`config.mk`:
```
export PLATFORM = sky130hd
export DESIGN_NAME = ipru_back
export DESIGN_NICKNAME = d
export VERILOG_FILES = /design/src/rtl/ipru_pkg.sv /design/src/rtl/ipru_back.sv
export VERILOG_INCLUDE_DIRS = /design/src /design/src/rtl
export SDC_FILE = /design/constraint.sdc
export NUM_CORES = 1
export LEC_CHECK = 0
export BUFFER_PORTS_ARGS = -buffer_cell sky130_fd_sc_hd__buf_2
export CAP_MARGIN = 0
export CORE_MARGIN = 8
export CORE_UTILIZATION = 50
export DETAILED_ROUTE_END_ITERATION = 8
export PLACE_DENSITY_LB_ADDON = 0.05
export SYNTH_ARGS = -nofsm -noshare
export SYNTH_HDL_FRONTEND = slang
export SYNTH_SLANG_ARGS = --single-unit
export TNS_END_PERCENT = 20
```
`constraint.sdc`:
```
create_clock -name clk -period 3.3 [get_ports clk]
set_clock_uncertainty 0.05 [all_clocks]
set_input_delay 0.165 -clock clk [delete_from_list [all_inputs] [get_ports clk]]
set_output_delay 0.165 -clock clk [all_outputs]
set_load 0.05 [all_outputs]
```
`src/rtl/integer_pixel_replicating_upscaler_macros.svh`:
```
// Assertion macros shared by the upscaler RTL.
// No dependencies; define ASSERT_OFF to compile every assertion away.
`ifndef INTEGER_PIXEL_REPLICATING_UPSCALER_MACROS_SVH
`define INTEGER_PIXEL_REPLICATING_UPSCALER_MACROS_SVH

`ifndef ASSERT_OFF

// Condition c must hold in the same cycle as a.
`define IPRU_ASSERT_SAME(label, clk, rst, a, c) \
  label: assert property (@(posedge clk) disable iff (rst) (a) |-> (c)) \
    else $error("assertion failed");

// Condition c must hold in the cycle after a.
`define IPRU_ASSERT_NEXT(label, clk, rst, a, c) \
  label: assert property (@(posedge clk) disable iff (rst) (a) |=> (c)) \
    else $error("assertion failed");

`else

`define IPRU_ASSERT_SAME(label, clk, rst, a, c)
`define IPRU_ASSERT_NEXT(label, clk, rst, a, c)

`endif

`endif

```
`src/rtl/ipru_pkg.sv`:
```
// Shared types and constants of the pixel replicating upscaler.
// No dependencies; used by the front, the back and the top level.
package ipru_pkg;

  // Result kinds carried in the low bits of the output tuser.
  typedef enum logic [1:0] {
    KIND_NONE  = 2'd0,
    KIND_PIXEL = 2'd1,
    KIND_PAD   = 2'd2,
    KIND_DROP  = 2'd3
  } ipru_kind_t;

  // Configuration register indexes.
  localparam logic [1:0] REG_SCALE  = 2'd0;
  localparam logic [1:0] REG_WIDTH  = 2'd1;
  localparam logic [1:0] REG_HEIGHT = 2'd2;

  localparam int QUEUE_DEPTH = 4;
  localparam int QUEUE_CW    = $clog2(QUEUE_DEPTH + 1);

  // One classified result travelling from the front to the back.
  typedef struct packed {
    logic       image_end;
    logic       row_end;
    ipru_kind_t kind;
    logic [7:0] red;
    logic [7:0] green;
    logic [7:0] blue;
  } ipru_item_t;

endpackage

```
`src/rtl/ipru_back.sv`:
```
// Back of the upscaler: result queue that drives the output stream.
// Depends on ipru_pkg and the assertion macros header.
`include "integer_pixel_replicating_upscaler_macros.svh"

module ipru_back
  import ipru_pkg::*;
(
  input  logic                clk,
  input  logic                rst,
  input  logic                push,
  input  ipru_item_t          push_item,
  output logic [QUEUE_CW-1:0] queue_count,
  output logic                out_valid,
  input  logic                out_ready,
  output ipru_item_t          out_item
);

  localparam int PW = (QUEUE_DEPTH > 1) ? $clog2(QUEUE_DEPTH) : 1;

  ipru_item_t           entries [QUEUE_DEPTH];
  logic [PW-1:0]        wr_ptr, rd_ptr;
  logic [QUEUE_CW-1:0]  count;
  logic                 pop;

  assign out_valid   = count != '0;
  assign pop         = out_valid & out_ready;
  assign out_item    = entries[rd_ptr];
  assign queue_count = count;

  always_ff @(posedge clk) begin
    if (rst) begin
      wr_ptr <= '0;
      rd_ptr <= '0;
      count  <= '0;
    end else begin
      if (push) begin
        wr_ptr <= (32'(wr_ptr) == QUEUE_DEPTH - 1) ? '0 : wr_ptr + PW'(1);
      end
      if (pop) begin
        rd_ptr <= (32'(rd_ptr) == QUEUE_DEPTH - 1) ? '0 : rd_ptr + PW'(1);
      end
      case ({push, pop})
        2'b10:   count <= count + QUEUE_CW'(1);
        2'b01:   count <= count - QUEUE_CW'(1);
        default: count <= count;
      endcase
    end
  end

  always_ff @(posedge clk) begin
    if (push) begin
      entries[wr_ptr] <= push_item;
    end
  end

  `IPRU_ASSERT_SAME(a_push_has_room, clk, rst, push, 32'(count) < QUEUE_DEPTH)
  `IPRU_ASSERT_NEXT(a_push_shows_valid, clk, rst, push, out_valid)

endmodule

```
# Word level (Yosys, flattened, before mapping)
# Memory sizes are Yosys's and may differ from the RTL's. A register that Yosys moved wholly into a read port is not among the register bits.
# Cells that the tools add are included.
# Widths: inputs -> output; s select.
[word_totals]
reg_bits = 7
ramBits = 112
inputBits = 32
elab_cells = 22
memories = 1
[mem_list]
columns = ["memory", "depth", "width", "rd", "rd_ports_with_merged_regs", "write_ports", "line_no", "source"]
rows = [
  ["entries", 4, 28, 1, 1, 1, "ipru_back.sv:20", "ipru_item_t entries [QUEUE_DEPTH];"],
]
[op_classes]
n_addsub = 4
n_eq_ne = 4
n_mux = 7
n_bitwise = 1
n_reduce_logical = 2
[op_table]
columns = ["operator", "count"]
rows = [
  ["$mux 2", 4],
  ["$eq 2x2->1 const B", 3],
  ["$pmux 3 s2", 1],
  ["$add 2x1->2 const B", 2],
  ["$add 3x1->3 const B", 1],
  ["$reduce_bool 3->1", 1],
  ["$sub 3x1->3 const B", 1],
  ["$eq 2x1->1 const B", 1],
  ["$mux 1", 2],
  ["$reduce_bool 2->1", 1],
  ["$and 1x1->1", 1],
]

# Longest topological paths before layout
[logic_depth]
word_depth = 4
mapped_depth = 8
ltp_nobuf = 8

# Worst setup path after synthesis
# OpenSTA, ideal clock, no wires.
[synth_path]
path_type = "reg2reg"
startpoint = "reg count[1] (netlist: queue_count[1])"
endpoint = "reg count[2] (netlist: queue_count[2])"
setup_ps = 70
arrival_ps = 2072
slack_ps = 1108
stages_incl_launch_ff = 9
path_buffers = 0
path_cell_list = "dfxtp_1 o31ai_2 inv_1 ha_1 inv_1 fa_1 xor2_1 or3_1 a21oi_1"
[synth_between]
elab_chain_cells = 4
word_cells_on_any_way = 8
[synth_rtl]
columns = ["element", "line_no", "source"]
rows = [
  ["start: declaration", "ipru_back.sv:22", "logic [QUEUE_CW-1:0] count;"],
  ["start signal: assignment", "ipru_back.sv:43", "2'b10: count <= count + QUEUE_CW'(1);"],
  ["start signal: assignment", "ipru_back.sv:44", "2'b01: count <= count - QUEUE_CW'(1);"],
  ["start signal: assignment", "ipru_back.sv:45", "default: count <= count;"],
  ["$reduce_bool 3->1", "ipru_back.sv:25", "assign out_valid = count != '0;"],
  ["$and 1x1->1", "ipru_back.sv:26", "assign pop = out_valid & out_ready;"],
  ["$eq 2x1->1 or $eq 2x2->1 (tied branches)", "ipru_back.sv:42", "case ({push, pop})"],
  ["$pmux 3 s2 or $reduce_bool 2->1 (tied branches)", "--", ""],
]
# Several ways; a longest one is shown, not always the timed one.
# A chain may end at the register's enable or synchronous reset.

==> qor.csv <==
stage,metric,value,unit
sta,"Setup violations, final",0,
cells_and_area,layout cells sized above 1,37.26,%
cells_and_area,Final nets,342,
sta,period utilisation layout,77.32,%
cts,clk_lat worst skew,0.49,ns
global_route,largest net degree at the start of global routing,29,
worst_setup_path,crit path buf inv count,2,
cts,Sink Count,121,
cells_and_area,Layout area overhead,28.44,%
sta,hold slack,0.3649,ns
sta,Peak Freq,391.9,MHz
cts,CTS Buf Count,17,
floorplanning,initial core utilization,51.86,%
logic_synthesis,top-count cell post-synth,edfxtp_1,
worst_setup_path,crit-path max cell delay,0.69,ns
drt,TritonRoute pass-1 iters,4,
drt,DRC violations left,0,
logic_synthesis,post-synthesis xor/xnor area fraction,0.3855,%
sta,setup TNS,0,ns
logic_synthesis,top_reg_cell synth,edfxtp_1,
placed_design,Port-buffer cells,63,
status,status,finished clean,
global_route,Overflow after GRT,0,
drt,initial drt markers,95,
logic_synthesis,synthesized instance count,194,
logic_synthesis,commonest cells in the netlist,"edfxtp_1 (112), mux4_2 (20), dfxtp_1 (9)",
cells_and_area,Fillers,597,
drt,DR vias/cell,5.154,
drt,DR WL/cell,18.45,µm
flow_run,maxcap violations,0,
logic_synthesis,syn nets,233,
logic_synthesis,"area leader, netlist",edfxtp_1,
worst_setup_path,"Slowest-stage cell, CP",dfxtp_2,
power_and_ir_drop,Peak supply drop,0.7855,mV
sta,Slew Limit Fails,0,
worst_setup_path,critical path class,flip-flop to output port,
cts,H-tree depth,4,
cts,"CTS clk-pin slew, worst paths",0.06,ns
placed_design,HPWL Detailed,4598,µm
sta,Slew @ Worst Pin,0.7935,ns
worst_setup_path,Arrival @ worst endpoint,2.34,ns
worst_setup_path,CP Capture Type,output port,
floorplanning,die area,12400,µm²
floorplanning,DIE WIDTH,111.3,µm
logic_synthesis,adder-cell share of the synthesized area,2.093,%
cells_and_area,ANT cells,0,
logic_synthesis,Synth cell types,20,
floorplanning,Die Ht,111.3,µm
sta,slew margin rel.,47.10,%
power_and_ir_drop,Pwr per Cell Area,801.8,nW/µm²
global_route,GRT Util Overall,13.26,%
placed_design,placed cell areas,4950,µm²
logic_synthesis,cell area after synthesis,4544,µm²
drt,ANT nets after route,0,
floorplanning,Core Box Area,8763,µm²
global_route,first-pass GRT wire length,12630,µm
cts,TritonCTS clock tree,yes,
logic_synthesis,Post-Synth Simple-Gate Area,1.707,%
global_route,vias in the first global route,2378,
floorplanning,Rows,34,
logic_synthesis,mux contribution to synthesized area,14.98,%
logic_synthesis,sequential cell area fraction in the yosys report,77.97,%
logic_synthesis,fraction of registers with async set/reset,0,%
placed_design,routability cong.,0.6433,
logic_synthesis,Syn. warnings,0,
global_route,initial antenna violation count,0,
logic_synthesis,top cell type's share of synthesized area,74.01,%
worst_setup_path,worst path cell trace,buf_4 -> mux4_2 -> buf_2,
worst_setup_path,Worst setup SP type,flip-flop,
cts,Post-CTS Setup Bufs,0,
logic_synthesis,fraction of the mapped netlist area in compound gates,0.8260,%
cts,CTS Root Cell,clkbuf_8,
power_and_ir_drop,Leakage Power,2.093,nW
logic_synthesis,Synth Register Bits,121,
worst_setup_path,"CP delay by family, top",flip-flops,
worst_setup_path,CP Max Fanout,17,
sta,post-layout min period,2.552,ns
sta,endpoints failing hold,0,
worst_setup_path,CP required,3.08,ns
logic_synthesis,Post-synth EDFFs,112,
cells_and_area,Final Cell Area,5837,µm²
logic_synthesis,top post-synthesis cells by area,"edfxtp_1 (74%), mux4_2 (9.9%), mux4_1 (4.6%), dfxtp_1 (4.0%), ha_1 (1.7%)",
sta,unrepaired setup endpoints after global routing,no,
drt,via count,2175,
cts,CTS Buffer Depth,2,
drt,Total Wirelength,7788,µm
floorplanning,IO Count,64,
worst_hold_path,Min-Delay Path Class,primary input to flip-flop,
logic_synthesis,largest family of logic cells by synthesized area,multiplexers,
logic_synthesis,syn_area_per_cell,23.42,µm²
## worst register-to-register path: cells and delay by family (launching register included)
family	cells	cell delay (ns)
compound gates	2	0.56
xor+xnor	1	0.07
fa+ha+maj	2	0.39
buf+inv	2	0.15
flops	1	0.34
simple gates	1	0.30
## registers in the layout, summed over array words and instances (netlist names), named ones only
signal,cells
entries,112
rd_ptr,2
wr_ptr,2
queue_count,3
## path summary, 6_finish.rpt
check | from | endpoint | slack (ns) | depth (start not counted)
hold / removal | push_item[10] | entries[3][10] | 0.36 | 2
setup reg to reg | queue_count[1] | queue_count[2] | 1.37 | 8
hold reg to reg | rd_ptr[0] | flip-flop | 0.44 | 2
setup / recovery | flip-flop | out_item[24] | 0.75 | 3
## metal layers
layer  vias up  global-route usage [%]  wire, µm
li1       1022                       -         -
met1      1094                   15.42      3398
met2        53                   21.73      3975
met3         6                   5.368       361
met4         0                   4.800        53
met5         -                       0         0
## cell usage in the layout, fill, tap and decap left out
cell and count:
edfxtp_1 112, and2_2 4, ha_1 6, clkbuf_8 1
xor2_1 2, dfxtp_1 8, buf_2 63, dlygate4sd3_1 31
clkinvlp_4 1, fa_1 1, bufinv_16 4, o21ai_0 1
inv_1 7, or3_1 3, mux4_2 20, mux4_1 8
buf_4 2, clkinv_2 4, clkinv_1 2, clkbuf_16 16
nor2_1 6, nor3b_1 1, mux2i_1 2, o31ai_2 1
nand2_1 1, dfxtp_2 1, clkbuf_1 2, a21oi_1 4
## kinds of logic after synthesis
| logic type | Yosys count |
|---|---|
| compound gates | 6 |
| xor+xnor | 2 |
| fa+ha+maj | 7 |
| buf+inv | 13 |
| flops | 121 |
| mux | 30 |
| simple gates | 15 |
## power breakdown
group	internal [mW]	switching, mW
registers	1.77	0.0782
logic	0.349	0.702
clock network	1.20	0.580
## stage by stage
stage / worst slack [ns] / cells / utilization (%) / power [mW]
global placement: 1.173 / 361 / 56.48 / 2.910
finish: 0.7484 / 422 / 66.60 / 4.680
CTS: 0.6355 / 422 / 66.60 / 4.729
floorplan: 1.108 / 194 / - / 2.714
global route: 0.5722 / 422 / 66.60 / 4.863
detailed placement: 1.178 / 361 / 56.48 / 2.914
## cell type report
cell class	count	area [µm²]	area share [%]
Clock buffer	19	421.7	7.224
Multi-Input combinational cell	60	913.4	15.65
Sequential cell	121	3545	60.73
Inverter	7	26.28	0.4502
Clock inverter	11	155.1	2.658
Tap cell	108	135.1	2.315
Timing Repair Buffer	96	640.6	10.98
## repair_timing
item / CTS / global route
hold endpoints to repair: 121 / 0
gates resized for setup: 0 / 0
hold buffers: 31 / 0
No activity file was read; power rests on OpenSTA's default activity.
